--- config.mk ---
export PLATFORM = sky130hd
export DESIGN_NAME = newton_difference_row_derivative_flat
export DESIGN_NICKNAME = d
export VERILOG_FILES = /design/src/rtl/core/ndrd_pkg.sv /design/src/rtl/core/ndrd_if.sv /design/src/rtl/core/newton_difference_row_derivative.sv /design/src/rtl/core/ndrd_window.sv /design/src/rtl/core/ndrd_tap_stage.sv /design/src/rtl/core/ndrd_sum_stage.sv /design/src/flat_wrapper.sv
export SDC_FILE = /design/constraint.sdc
export NUM_CORES = 2
export LEC_CHECK = 0
export ABC_AREA = 1
export CORE_MARGIN = 5
export CORE_UTILIZATION = 40
export CTS_CLUSTER_DIAMETER = 200
export DETAILED_ROUTE_END_ITERATION = 6
export DONT_BUFFER_PORTS = 1
export GPL_ROUTABILITY_DRIVEN = 0
export SYNTH_ARGS = -nofsm -noshare
export SYNTH_HDL_FRONTEND = slang
export SYNTH_HIERARCHICAL = 1
export SYNTH_SLANG_ARGS = --single-unit
export TNS_END_PERCENT = 10
--- constraint.sdc ---
create_clock -name clk -period 11.7 [get_ports clk]
set_clock_uncertainty 0.15 [all_clocks]
set_input_delay 2.34 -clock clk [delete_from_list [all_inputs] [get_ports clk]]
set_output_delay 2.34 -clock clk [all_outputs]
set_load 0.05 [all_outputs]
--- src/rtl/core/ndrd_pkg.sv ---
`timescale 1ns / 1ps
package ndrd_pkg;

  localparam int PIXEL_W     = 16;
  localparam int SLOPE_W     = 27;
  localparam int COLUMN_W    = 12;
  localparam int COEF_W      = 10;
  localparam int POINTS_W    = 3;
  localparam int CFG_INDEX_W = 2;
  localparam int CFG_DATA_W  = 3;

  typedef enum logic [CFG_INDEX_W-1:0] {
    REG_POINT_COUNT   = 2'd0,
    REG_BACKWARD_MODE = 2'd1
  } ndrd_reg_t;

  // Window-side control handed to the tap stage with each transfer.
  typedef struct packed {
    logic                produce;
    logic                backward;
    logic [POINTS_W-1:0] points;
    logic [COLUMN_W-1:0] column;
  } ndrd_win_ctl_t;

  // Backward-mode weight of window slot j (newest first) for p points, times 60:
  // (-1)^j * sum over k = max(1,j)..p-1 of (60/k) * C(k,j).
  // Forward mode uses the negated row mirrored across the window.
  localparam logic signed [COEF_W-1:0] S_TABLE [8][8] = '{
    '{10'sd0, 10'sd0, 10'sd0, 10'sd0, 10'sd0, 10'sd0, 10'sd0, 10'sd0},
    '{10'sd0, 10'sd0, 10'sd0, 10'sd0, 10'sd0, 10'sd0, 10'sd0, 10'sd0},
    '{10'sd60, -10'sd60, 10'sd0, 10'sd0, 10'sd0, 10'sd0, 10'sd0, 10'sd0},
    '{10'sd90, -10'sd120, 10'sd30, 10'sd0, 10'sd0, 10'sd0, 10'sd0, 10'sd0},
    '{10'sd110, -10'sd180, 10'sd90, -10'sd20, 10'sd0, 10'sd0, 10'sd0, 10'sd0},
    '{10'sd125, -10'sd240, 10'sd180, -10'sd80, 10'sd15, 10'sd0, 10'sd0, 10'sd0},
    '{10'sd137, -10'sd300, 10'sd300, -10'sd200, 10'sd75, -10'sd12, 10'sd0, 10'sd0},
    '{10'sd0, 10'sd0, 10'sd0, 10'sd0, 10'sd0, 10'sd0, 10'sd0, 10'sd0}
  };

  // Weight for window slot idx (0 = newest sample).
  function automatic logic signed [COEF_W-1:0] tap_coef(
    input logic                backward,
    input logic [POINTS_W-1:0] points,
    input logic [POINTS_W-1:0] idx
  );
    logic [POINTS_W-1:0]      j;
    logic signed [COEF_W-1:0] c;
    j = backward ? idx : POINTS_W'(points - POINTS_W'(1) - idx);
    if (idx >= points) begin
      c = '0;
    end else if (backward) begin
      c = S_TABLE[points][j];
    end else begin
      c = -S_TABLE[points][j];
    end
    return c;
  endfunction

endpackage

--- src/rtl/core/ndrd_if.sv ---
`timescale 1ns / 1ps
interface ndrd_pixel_if;
  logic                          valid;
  logic                          ready;
  logic [ndrd_pkg::PIXEL_W-1:0]  pixel;
  logic                          row_end;
  modport source (output valid, pixel, row_end, input ready);
  modport sink (input valid, pixel, row_end, output ready);
endinterface

interface ndrd_slope_if;
  logic                                valid;
  logic                                ready;
  logic signed [ndrd_pkg::SLOPE_W-1:0] slope_times_sixty;
  logic [ndrd_pkg::COLUMN_W-1:0]       column;
  modport source (output valid, slope_times_sixty, column, input ready);
  modport sink (input valid, slope_times_sixty, column, output ready);
endinterface

interface ndrd_cfg_if;
  logic                             valid;
  logic                             ready;
  logic [ndrd_pkg::CFG_INDEX_W-1:0] index;
  logic [ndrd_pkg::CFG_DATA_W-1:0]  data;
  modport source (output valid, index, data, input ready);
  modport sink (input valid, index, data, output ready);
endinterface

--- src/rtl/core/newton_difference_row_derivative.sv ---
// An accepted pixel's tap products are registered in the tap stage, and their sum
//   then in the output register. Throughput: one pixel per clock while results
//   are taken; the tap products and the final sum are each one registered stage,
//   and the output register frees as soon as it is taken.
// Reset (rst, synchronous): window and row count cleared, point_count = 2,
//   backward_mode = 0, both pipeline stages empty.
`timescale 1ns / 1ps
module newton_difference_row_derivative #(
  parameter int MAX_ROW_LENGTH = 4096,
  parameter int MAX_POINTS     = 6
) (
  input  logic         clk,
  input  logic         rst,
  ndrd_cfg_if.sink     cfg,
  ndrd_pixel_if.sink   pixels,
  ndrd_slope_if.source slopes
);

  // ---------------------------------------------------------------------------
  // Configuration registers. Writes are always taken; unknown indexes drop.
  // ---------------------------------------------------------------------------
  logic [ndrd_pkg::POINTS_W-1:0] point_count;
  logic                          backward_mode;

  assign cfg.ready = 1'b1;

  always_ff @(posedge clk) begin
    if (rst) begin
      point_count   <= ndrd_pkg::POINTS_W'(2);
      backward_mode <= 1'b0;
    end else if (cfg.valid) begin
      case (ndrd_pkg::ndrd_reg_t'(cfg.index))
        ndrd_pkg::REG_POINT_COUNT:   point_count   <= cfg.data[ndrd_pkg::POINTS_W-1:0];
        ndrd_pkg::REG_BACKWARD_MODE: backward_mode <= cfg.data[0];
        default: ;
      endcase
    end
  end

  // ---------------------------------------------------------------------------
  // Pipeline:
  //   window  - sample shift line and row position; computes the new window
  //             and whether it holds a full set of points
  //   taps    - per-slot constant-weight products, registered
  //   sum     - adds the products into the output register
  // Each stage takes a transfer when it is empty or when its contents move on,
  // so a waiting result does not block the input while the tap stage is free.
  // ---------------------------------------------------------------------------
  logic                                                window_accept;
  logic [MAX_POINTS-1:0][ndrd_pkg::PIXEL_W-1:0]        window_next;
  ndrd_pkg::ndrd_win_ctl_t                             win_ctl;
  logic                                                tap_valid;
  logic                                                tap_ready;
  logic                                                sum_ready;
  logic signed [MAX_POINTS-1:0][ndrd_pkg::SLOPE_W-1:0] tap_products;
  logic [ndrd_pkg::COLUMN_W-1:0]                       tap_column;

  assign pixels.ready  = tap_ready;
  assign window_accept = pixels.valid && tap_ready;

  ndrd_window #(
    .MAX_ROW_LENGTH (MAX_ROW_LENGTH),
    .MAX_POINTS     (MAX_POINTS)
  ) u_window (
    .clk           (clk),
    .rst           (rst),
    .accept        (window_accept),
    .pixel         (pixels.pixel),
    .row_end       (pixels.row_end),
    .point_count   (point_count),
    .backward_mode (backward_mode),
    .window_next   (window_next),
    .ctl           (win_ctl)
  );

  ndrd_tap_stage #(
    .MAX_POINTS (MAX_POINTS)
  ) u_taps (
    .clk         (clk),
    .rst         (rst),
    .load        (window_accept),
    .window_next (window_next),
    .ctl         (win_ctl),
    .down_ready  (sum_ready),
    .up_ready    (tap_ready),
    .valid       (tap_valid),
    .products    (tap_products),
    .column      (tap_column)
  );

  ndrd_sum_stage #(
    .MAX_POINTS (MAX_POINTS)
  ) u_sum (
    .clk       (clk),
    .rst       (rst),
    .in_valid  (tap_valid),
    .products  (tap_products),
    .in_column (tap_column),
    .in_ready  (sum_ready),
    .out_valid (slopes.valid),
    .out_ready (slopes.ready),
    .slope     (slopes.slope_times_sixty),
    .column    (slopes.column)
  );

endmodule

--- src/rtl/core/ndrd_window.sv ---
`timescale 1ns / 1ps
module ndrd_window #(
  parameter int MAX_ROW_LENGTH = 4096,
  parameter int MAX_POINTS     = 6
) (
  input  logic                                         clk,
  input  logic                                         rst,
  input  logic                                         accept,
  input  logic [ndrd_pkg::PIXEL_W-1:0]                 pixel,
  input  logic                                         row_end,
  input  logic [ndrd_pkg::POINTS_W-1:0]                point_count,
  input  logic                                         backward_mode,
  output logic [MAX_POINTS-1:0][ndrd_pkg::PIXEL_W-1:0] window_next,
  output ndrd_pkg::ndrd_win_ctl_t                      ctl
);

  localparam int CNT_W = $clog2(MAX_ROW_LENGTH + 1);
  localparam int CW    = (CNT_W > ndrd_pkg::COLUMN_W) ? CNT_W : ndrd_pkg::COLUMN_W;
  localparam logic [ndrd_pkg::POINTS_W-1:0] MAXP = ndrd_pkg::POINTS_W'(MAX_POINTS);
  localparam logic [CNT_W-1:0] ROW_LIMIT = CNT_W'(MAX_ROW_LENGTH);

  logic [MAX_POINTS-1:0][ndrd_pkg::PIXEL_W-1:0] sample_window;
  logic [CNT_W-1:0]                             samples_in_row;
  logic [CNT_W-1:0]                             count_inc;
  logic [ndrd_pkg::POINTS_W-1:0]                points;
  logic                                         in_range;
  logic [CW-1:0]                                pos_ext;
  logic [CW-1:0]                                col_full;

  always_comb begin
    if (point_count < ndrd_pkg::POINTS_W'(2)) begin
      points = ndrd_pkg::POINTS_W'(2);
    end else if (point_count > MAXP) begin
      points = MAXP;
    end else begin
      points = point_count;
    end
  end

  assign in_range  = samples_in_row < ROW_LIMIT;
  assign count_inc = samples_in_row + CNT_W'(1);
  assign pos_ext   = CW'(samples_in_row);
  assign col_full  = backward_mode ? pos_ext : CW'(pos_ext + CW'(1) - CW'(points));

  always_comb begin
    window_next[0] = pixel;
    for (int i = 1; i < MAX_POINTS; i++) begin
      window_next[i] = sample_window[i-1];
    end
  end

  always_comb begin
    ctl.produce  = in_range && (count_inc >= CNT_W'(points));
    ctl.backward = backward_mode;
    ctl.points   = points;
    ctl.column   = col_full[ndrd_pkg::COLUMN_W-1:0];
  end

  always_ff @(posedge clk) begin
    if (rst) begin
      sample_window  <= '0;
      samples_in_row <= '0;
    end else if (accept) begin
      if (in_range) begin
        sample_window <= window_next;
      end
      if (row_end) begin
        samples_in_row <= '0;
      end else if (in_range) begin
        samples_in_row <= count_inc;
      end
    end
  end

endmodule

--- src/rtl/core/ndrd_tap_stage.sv ---
`timescale 1ns / 1ps
module ndrd_tap_stage #(
  parameter int MAX_POINTS = 6
) (
  input  logic                                                clk,
  input  logic                                                rst,
  input  logic                                                load,
  input  logic [MAX_POINTS-1:0][ndrd_pkg::PIXEL_W-1:0]        window_next,
  input  ndrd_pkg::ndrd_win_ctl_t                             ctl,
  input  logic                                                down_ready,
  output logic                                                up_ready,
  output logic                                                valid,
  output logic signed [MAX_POINTS-1:0][ndrd_pkg::SLOPE_W-1:0] products,
  output logic [ndrd_pkg::COLUMN_W-1:0]                       column
);

  logic signed [MAX_POINTS-1:0][ndrd_pkg::SLOPE_W-1:0] products_next;

  assign up_ready = !valid || down_ready;

  always_comb begin
    for (int i = 0; i < MAX_POINTS; i++) begin
      logic signed [ndrd_pkg::PIXEL_W:0]   sx;
      logic signed [ndrd_pkg::COEF_W-1:0]  c;
      sx = $signed({1'b0, window_next[i]});
      c  = ndrd_pkg::tap_coef(ctl.backward, ctl.points, ndrd_pkg::POINTS_W'(i));
      products_next[i] = sx * c;
    end
  end

  always_ff @(posedge clk) begin
    if (rst) begin
      valid <= 1'b0;
    end else if (load) begin
      valid <= ctl.produce;
    end else if (down_ready) begin
      valid <= 1'b0;
    end
  end

  always_ff @(posedge clk) begin
    if (load) begin
      products <= products_next;
      column   <= ctl.column;
    end
  end

endmodule

--- src/rtl/core/ndrd_sum_stage.sv ---
`timescale 1ns / 1ps
module ndrd_sum_stage #(
  parameter int MAX_POINTS = 6
) (
  input  logic                                                clk,
  input  logic                                                rst,
  input  logic                                                in_valid,
  input  logic signed [MAX_POINTS-1:0][ndrd_pkg::SLOPE_W-1:0] products,
  input  logic [ndrd_pkg::COLUMN_W-1:0]                       in_column,
  output logic                                                in_ready,
  output logic                                                out_valid,
  input  logic                                                out_ready,
  output logic signed [ndrd_pkg::SLOPE_W-1:0]                 slope,
  output logic [ndrd_pkg::COLUMN_W-1:0]                       column
);

  logic signed [ndrd_pkg::SLOPE_W-1:0] sum;

  assign in_ready = !out_valid || out_ready;

  always_comb begin
    sum = '0;
    for (int i = 0; i < MAX_POINTS; i++) begin
      sum = sum + products[i];
    end
  end

  always_ff @(posedge clk) begin
    if (rst) begin
      out_valid <= 1'b0;
    end else if (in_ready) begin
      out_valid <= in_valid;
    end
  end

  always_ff @(posedge clk) begin
    if (in_ready && in_valid) begin
      slope  <= sum;
      column <= in_column;
    end
  end

endmodule

--- src/flat_wrapper.sv ---
// flat-port wrapper written by rule: the top's interface ports become plain ports
module newton_difference_row_derivative_flat 
#(
  parameter int MAX_ROW_LENGTH = 4096,
  parameter int MAX_POINTS     = 6
)
  (clk, rst, cfg_valid, cfg_index, cfg_data, cfg_ready, pixels_valid, pixels_pixel, pixels_row_end, pixels_ready, slopes_valid, slopes_slope_times_sixty, slopes_column, slopes_ready);
  ndrd_cfg_if cfg_i ();
  ndrd_pixel_if pixels_i ();
  ndrd_slope_if slopes_i ();
  input  logic clk;
  input  logic rst;
  input wire logic [$bits(cfg_i.valid)-1:0] cfg_valid;
  input wire logic [$bits(cfg_i.index)-1:0] cfg_index;
  input wire logic [$bits(cfg_i.data)-1:0] cfg_data;
  output wire logic [$bits(cfg_i.ready)-1:0] cfg_ready;
  input wire logic [$bits(pixels_i.valid)-1:0] pixels_valid;
  input wire logic [$bits(pixels_i.pixel)-1:0] pixels_pixel;
  input wire logic [$bits(pixels_i.row_end)-1:0] pixels_row_end;
  output wire logic [$bits(pixels_i.ready)-1:0] pixels_ready;
  output wire logic [$bits(slopes_i.valid)-1:0] slopes_valid;
  output wire logic [$bits(slopes_i.slope_times_sixty)-1:0] slopes_slope_times_sixty;
  output wire logic [$bits(slopes_i.column)-1:0] slopes_column;
  input wire logic [$bits(slopes_i.ready)-1:0] slopes_ready;
  assign cfg_i.valid = cfg_valid;
  assign cfg_i.index = cfg_index;
  assign cfg_i.data = cfg_data;
  assign cfg_ready = cfg_i.ready;
  assign pixels_i.valid = pixels_valid;
  assign pixels_i.pixel = pixels_pixel;
  assign pixels_i.row_end = pixels_row_end;
  assign pixels_ready = pixels_i.ready;
  assign slopes_valid = slopes_i.valid;
  assign slopes_slope_times_sixty = slopes_i.slope_times_sixty;
  assign slopes_column = slopes_i.column;
  assign slopes_i.ready = slopes_ready;
  newton_difference_row_derivative #(.MAX_ROW_LENGTH(MAX_ROW_LENGTH), .MAX_POINTS(MAX_POINTS)) u_core (.clk(clk), .rst(rst), .cfg(cfg_i), .pixels(pixels_i), .slopes(slopes_i));
endmodule
**Word level (Yosys, flattened, before mapping)**

Memory sizes are Yosys's and may differ from the RTL's.
Cells that the tools add are included.

- $add $sub $neg: 19
- $mul: 6
- Order comparisons: 17
- Equality and inequality tests: 1
- Mux-type cells: 45
- Bitwise logic cells: 7
- Reduce and logical (&&, ||, !) cells: 14

Operators with widths:

| cell | count |
|---|---|
| $mux W10 | 24 |
| $bmux W10 S3 | 6 |
| $mul A17 B10 Y27 | 6 |
| $mux W80 | 2 |
| $add A27 B27 Y27 | 5 |
| $neg A10 Y10 | 6 |
| $ge A4 B4 Y1 const B | 7 |
| $not A3 Y4 | 7 |
| $mux W13 | 2 |
| $mux W3 | 8 |
| $add A13 B1 Y13 const B | 1 |
| $ge A13 B3 Y1 | 1 |
| $lt A13 B13 Y1 const B | 1 |
| $mux W12 | 1 |
| $sub A12 B3 Y12 | 1 |
| $reduce_and A2 Y1 | 4 |
| $ge A1 B3 Y1 const A | 2 |
| $ge A2 B3 Y1 const A | 2 |
| $ge A3 B3 Y1 const A | 2 |
| $sub A3 B1 Y3 const B | 2 |
| $sub A3 B2 Y3 const B | 2 |
| $sub A3 B3 Y3 const B | 2 |
| $reduce_bool A2 Y1 | 2 |
| $gt A3 B3 Y1 const B | 1 |
| other kinds (7) | 12 |

- Register bits: 312
- Bits in read-only memories: 640
- Logic and storage cells: 129
- Memories kept: 1

Memories:

| name | depth | width | read ports | clocked after memory_dff | write ports | line | text |
|---|---|---|---|---|---|---|---|
| (no name shown) | 8 | 80 | 1 | 0 | 0 | ndrd_pkg.sv:53 | `c = -S_TABLE[points][j];` |

**Longest topological paths before layout**

- Depth in word-level cells: 14
- Gate-level depth with buffers: 46
- Mapped depth without buffers: 45

**Hierarchy**

Netlist, hierarchy kept.

By module, submodules not included:

| module | instances | cells each | area an instance (um^2) |
|---|---|---|---|
| ndrd_tap_stage | 1 | 4935 | 41233.3 |
| ndrd_sum_stage | 1 | 808 | 6268.5 |
| ndrd_window | 1 | 585 | 4164.0 |
| newton_difference_row_derivative | 1 | 31 | 201.4 |

**Worst setup path after synthesis**

Ideal clock, no wire load.

- Path type: reg2reg
- From: register u_core/point_count[2] (netlist name)
- To: register u_core/u_taps/products[128] (netlist name) (data pin)
- Setup time: 252 ps
- Arrival time: 7900 ps
- Required time: 11298 ps
- Path slack: 3398 ps
- Cell stages (with the launch flop): 40
- Buffers on the path: 3
- Clock period less this slack: 8302 ps
- Cells stage by stage: dfxtp_1 inv_1 nor2_1 inv_1 a21boi_0 inv_2 ha_1 buf_4 nand2_1 nor2_2 inv_2 buf_4 o21a_1 ha_1 nand2_1 o21ai_0 nand2_1 inv_1 (+4 left out) fa_1 inv_1 fa_1 inv_1 fa_1 inv_1 fa_1 inv_1 ha_1 nand2_1 o21ai_0 nand2_1 nand2_1 a31oi_1 o21ai_0 nand2_1 nand3_1 nand2_1

RTL lines:

| item | line | text |
|---|---|---|
| start, declared | newton_difference_row_derivative.sv:22 | `logic [ndrd_pkg::POINTS_W-1:0] point_count;` |
| start signal, assigned | newton_difference_row_derivative.sv:29 | `point_count <= ndrd_pkg::POINTS_W'(2);` |
| start signal, assigned | newton_difference_row_derivative.sv:33 | `ndrd_pkg::REG_POINT_COUNT: point_count <= cfg.data[ndrd_pkg::POINTS_W-1:0];` |
| end signal, assigned | ndrd_tap_stage.sv:43 | `products <= products_next;` |
| end, declared | ndrd_tap_stage.sv:13 | `output logic signed [MAX_POINTS-1:0][ndrd_pkg::SLOPE_W-1:0] products,` |

==> key figures <==
Status
  – Status: finished, violations left
  – Violated checks: design-rule violations

STA
  – Setup TNS: 0 ns
  – Final Cycle Share: 79.8%
  – Final setup fails: 0
  – Relative slew slack: 17.2%
  – RSZ-0062 raised after global routing: false
  – Min Tclk post-route: 9.33 ns
  – Hold Fails Final Rpt: 0
  – Worst slew pin tran: 1.24 ns
  – Max Transition Viols Final: 0
  – Fmax: 107 MHz

Logic synthesis
  – Post-Syn Area: 0.0519 mm^2
  – Yosys top cell area share: 29.7%
  – Seq/Total Area, Yosys: 16.2%
  – Post-synth cell types: 64
  – Synth warn: 6
  – Synth area leader: fa_1
  – Post-synth EDFFs: 213
  – Most frequent cell after synthesis: inv_1
  – Leading post-synthesis cells by instance count: inv_1 (1,484), nand2_1 (1,202), fa_1 (770)
  – Post-Syn Instances: 6,359
  – Ys async rst share: 0%
  – Ranking of synthesized cells by area: fa_1 (30%), ha_1 (12%), edfxtp_1 (12%)
  – Mean Syn Cell Area: 8.16 um^2
  – Top FF cell, synth: edfxtp_1
  – Register bit total from synthesis: 312

Floorplanning
  – Std-Cell Rows: 132
  – Die Ht: 370 um
  – Die ar.: 0.137 mm^2
  – Top-Level Pins: 69
  – Placeable Area: 0.129 mm^2
  – Initial Util: 40.2%
  – Die span in x: 370 um

Clock network
  – Clk_lat worst skew: 0.61 ns
  – Htree depth: 2
  – Clk sink count: 312
  – Clk Tree Root Cell: clkbuf_16
  – CTS clk-pin slew, worst paths: 0.06 ns
  – TritonCTS clock tree: done
  – Inserted Clock Buffers: 40
  – Setup bufs post-CTS: 0
  – Hold-fix buffers at CTS: 0
  – Cts repair resizes: 0
  – Maximum clock path buffer count: 3

Critical path
  – Slowest cell on crit path: nor2_2
  – Data required, critical path: 11.90 ns
  – Startpoint types: register
  – Setup Crit Path Kind: register to register
  – Setup crit end kind: register
  – Slowest cell delay on critical path: 0.67 ns
  – Critical-path maximum fanout: 21
  – Critical Path AT: 9.54 ns

Layout
  – Final #Nets: 7,598
  – Share of cells above drive strength 1: 5.21%
  – # fillers: 13,100
  – Footprint of the multi-input gates: 0.0370 mm^2
  – Area grow syn2layout: 5.70%
  – Storage cell area: 0.00838 mm^2

Global route
  – Gr usage total: 23.1%
  – First-pass GRT wire length: 247,000 um
  – Grt total ovfl: 0
  – Vias in the first global route: 42,000
  – Initial antenna violation count: 4
  – Largest net degree at the start of global routing: 97

Detailed routing
  – First drt pass iteration count: 7
  – 1st-iter DRT viols: 4,224
  – Via count: 42,100
  – WL final: 159,000 um
  – Drt drc: 12
  – Wirelength per Cell: 19.7 um
  – Drt via density: 5.22
  – Final ANT Viol Nets: 0

Power
  – Comb power frac: 75.2%
  – Pwr/cell area: 246 mW/mm^2
  – Leak: 0.0280 uW
  – Register share of total power: 15.1%
  – Pint: 6040 uW
  – Sw power: 7440 uW
  – Switching share of power: 55.2%
  – Clock Power Share: 9.7%
  – Total power: 13,500 uW
  – Worst VDD drop: 0.000323 V

Placement
  – Dpl hpwl: 132,000 um
  – Port Buffers: 0

Min path
  – Worst hold path class: register to register

Flow run
  – Max_cap viols: 0
==> routing by layer <==
metal | share of wire (%) | GRT usage (%)
met4 | 3.7 | 7.29
met5 | 0.023 | 0
met1 | 43 | 32.3
met3 | 8.4 | 4.09
met2 | 45 | 36.7
==> logic make-up (layout without fill, tap and decap cells) <==
logic type	count (synthesis)	in the layout	synth area share [%]
adder cells (fa/ha/maj)	1285	1285	42.1
AO/OA/AOI/OAI	457	457	4.89
AND/OR/NAND/NOR	2456	2456	21.4
buffers and inverters	1686	1613	12.7
XOR/XNOR	160	160	2.70
other	3	36	0.0217
flip-flops	312	312	16.2
==> worst paths after layout <==
| check | end | depth (start not counted) | slack (ns) | from |
|---|---|---|---|---|
| max | u_core/u_taps/products[128] | 35 | 2.37 | u_core/point_count[2] |
| min | u_core/u_sum/column[7] | 0 | 0.27 | u_core/u_taps/column[7] |
| max reg2reg | u_core/u_taps/products[128] | 35 | 2.37 | u_core/point_count[2] |
| min reg2reg | u_core/u_sum/column[7] | 0 | 0.27 | u_core/u_taps/column[7] |
==> power groups by stage <==
stage | clock network [uW] | registers, uW | logic (uW)
detailed placement | 0 | 2060 | 9980
CTS | 1340 | 2040 | 10000
global route | 1380 | 2040 | 11400
floorplan | 0 | 1970 | 7290
finish | 1310 | 2040 | 10100
global placement | 0 | 2060 | 9890
==> final cells by class <==
| type | count | share of cell area (%) |
|---|---|---|
| Sequential cell | 312 | 15.3 |
| Timing Repair Buffer | 16 | 0.219 |
| Inverter | 1523 | 10.5 |
| Antenna cell | 1 | 0.00456 |
| Tap cell | 1742 | 3.98 |
| Multi-Input combinational cell | 4393 | 67.6 |
| Clock buffer | 50 | 1.99 |
| Clock inverter | 24 | 0.511 |
==> cells in the final DEF, fill, tap and decap left out, types with 5 or more instances in the layout <==
cell | netlist | final
inv_1 | 1484 | 1483
nand2_1 | 1202 | 1202
fa_1 | 770 | 770
nor2_1 | 546 | 546
ha_1 | 515 | 515
a21oi_1 | 264 | 263
nand4_1 | 248 | 248
nand3_1 | 235 | 235
edfxtp_1 | 213 | 213
xor2_1 | 106 | 106
dfxtp_1 | 99 | 97
o21ai_0 | 92 | 92
nor2_2 | 57 | 56
nand2_2 | 54 | 54
xnor2_1 | 54 | 54
clkbuf_16 | 0 | 41
nand3_2 | 41 | 41
conb_1 | 3 | 35
inv_2 | 32 | 32
o21bai_1 | 17 | 17
nor3_1 | 17 | 17
o21ai_1 | 17 | 17
a21o_1 | 17 | 17
buf_4 | 28 | 16
nor2_4 | 13 | 14
a31oi_1 | 11 | 11
clkinv_1 | 4 | 8
a211oi_1 | 7 | 7
clkbuf_1 | 64 | 6
nor3_2 | 6 | 6
o211ai_1 | 6 | 6
clkinv_4 | 0 | 5
nand2_4 | 5 | 5
a21boi_0 | 6 | 5
or2_2 | 5 | 5
==> worst max-delay path: cells and delay by family (launching register included) <==
| kind | cells | cell delay (ns) |
|---|---|---|
| AOI/OAI and AO/OA | 6 | 0.94 |
| adders and majority gates | 7 | 3.23 |
| buffers and inverters | 7 | 1.14 |
| DFF | 1 | 0.32 |
| and+or+nand+nor | 15 | 3.26 |
==> sequential cells by signal, indices dropped and copies added, names as in the netlist <==
register                     count
u_core/u_sum/slope              27
u_core/backward_mode             1
u_core/u_taps/column            12
u_core/u_sum/column             12
u_core/u_sum/out_valid           1
u_core/u_taps/valid              1
u_core/u_window/pos_ext         13
u_core/u_taps/products         162
u_core/point_count               3
u_core/u_window/window_next     80
==> per-stage QoR <==
step / instance area (um^2) / std cells / hold WS, ns / worst slack (ns) / util, %
2_1_floorplan: 52000 / 6391 / 0.250 / 3.40 / -
3_3_place_gp: 53500 / 7986 / 0.253 / 2.58 / 41.4
3_5_place_dp: 53500 / 7986 / 0.256 / 2.57 / 41.4
4_1_cts: 54800 / 8060 / 0.270 / 2.50 / 42.4
5_1_grt: 54800 / 8060 / 0.273 / 1.70 / 42.4
6_report: 54800 / 8061 / 0.267 / 2.37 / 42.4
(Power assumes the default switching activity.)
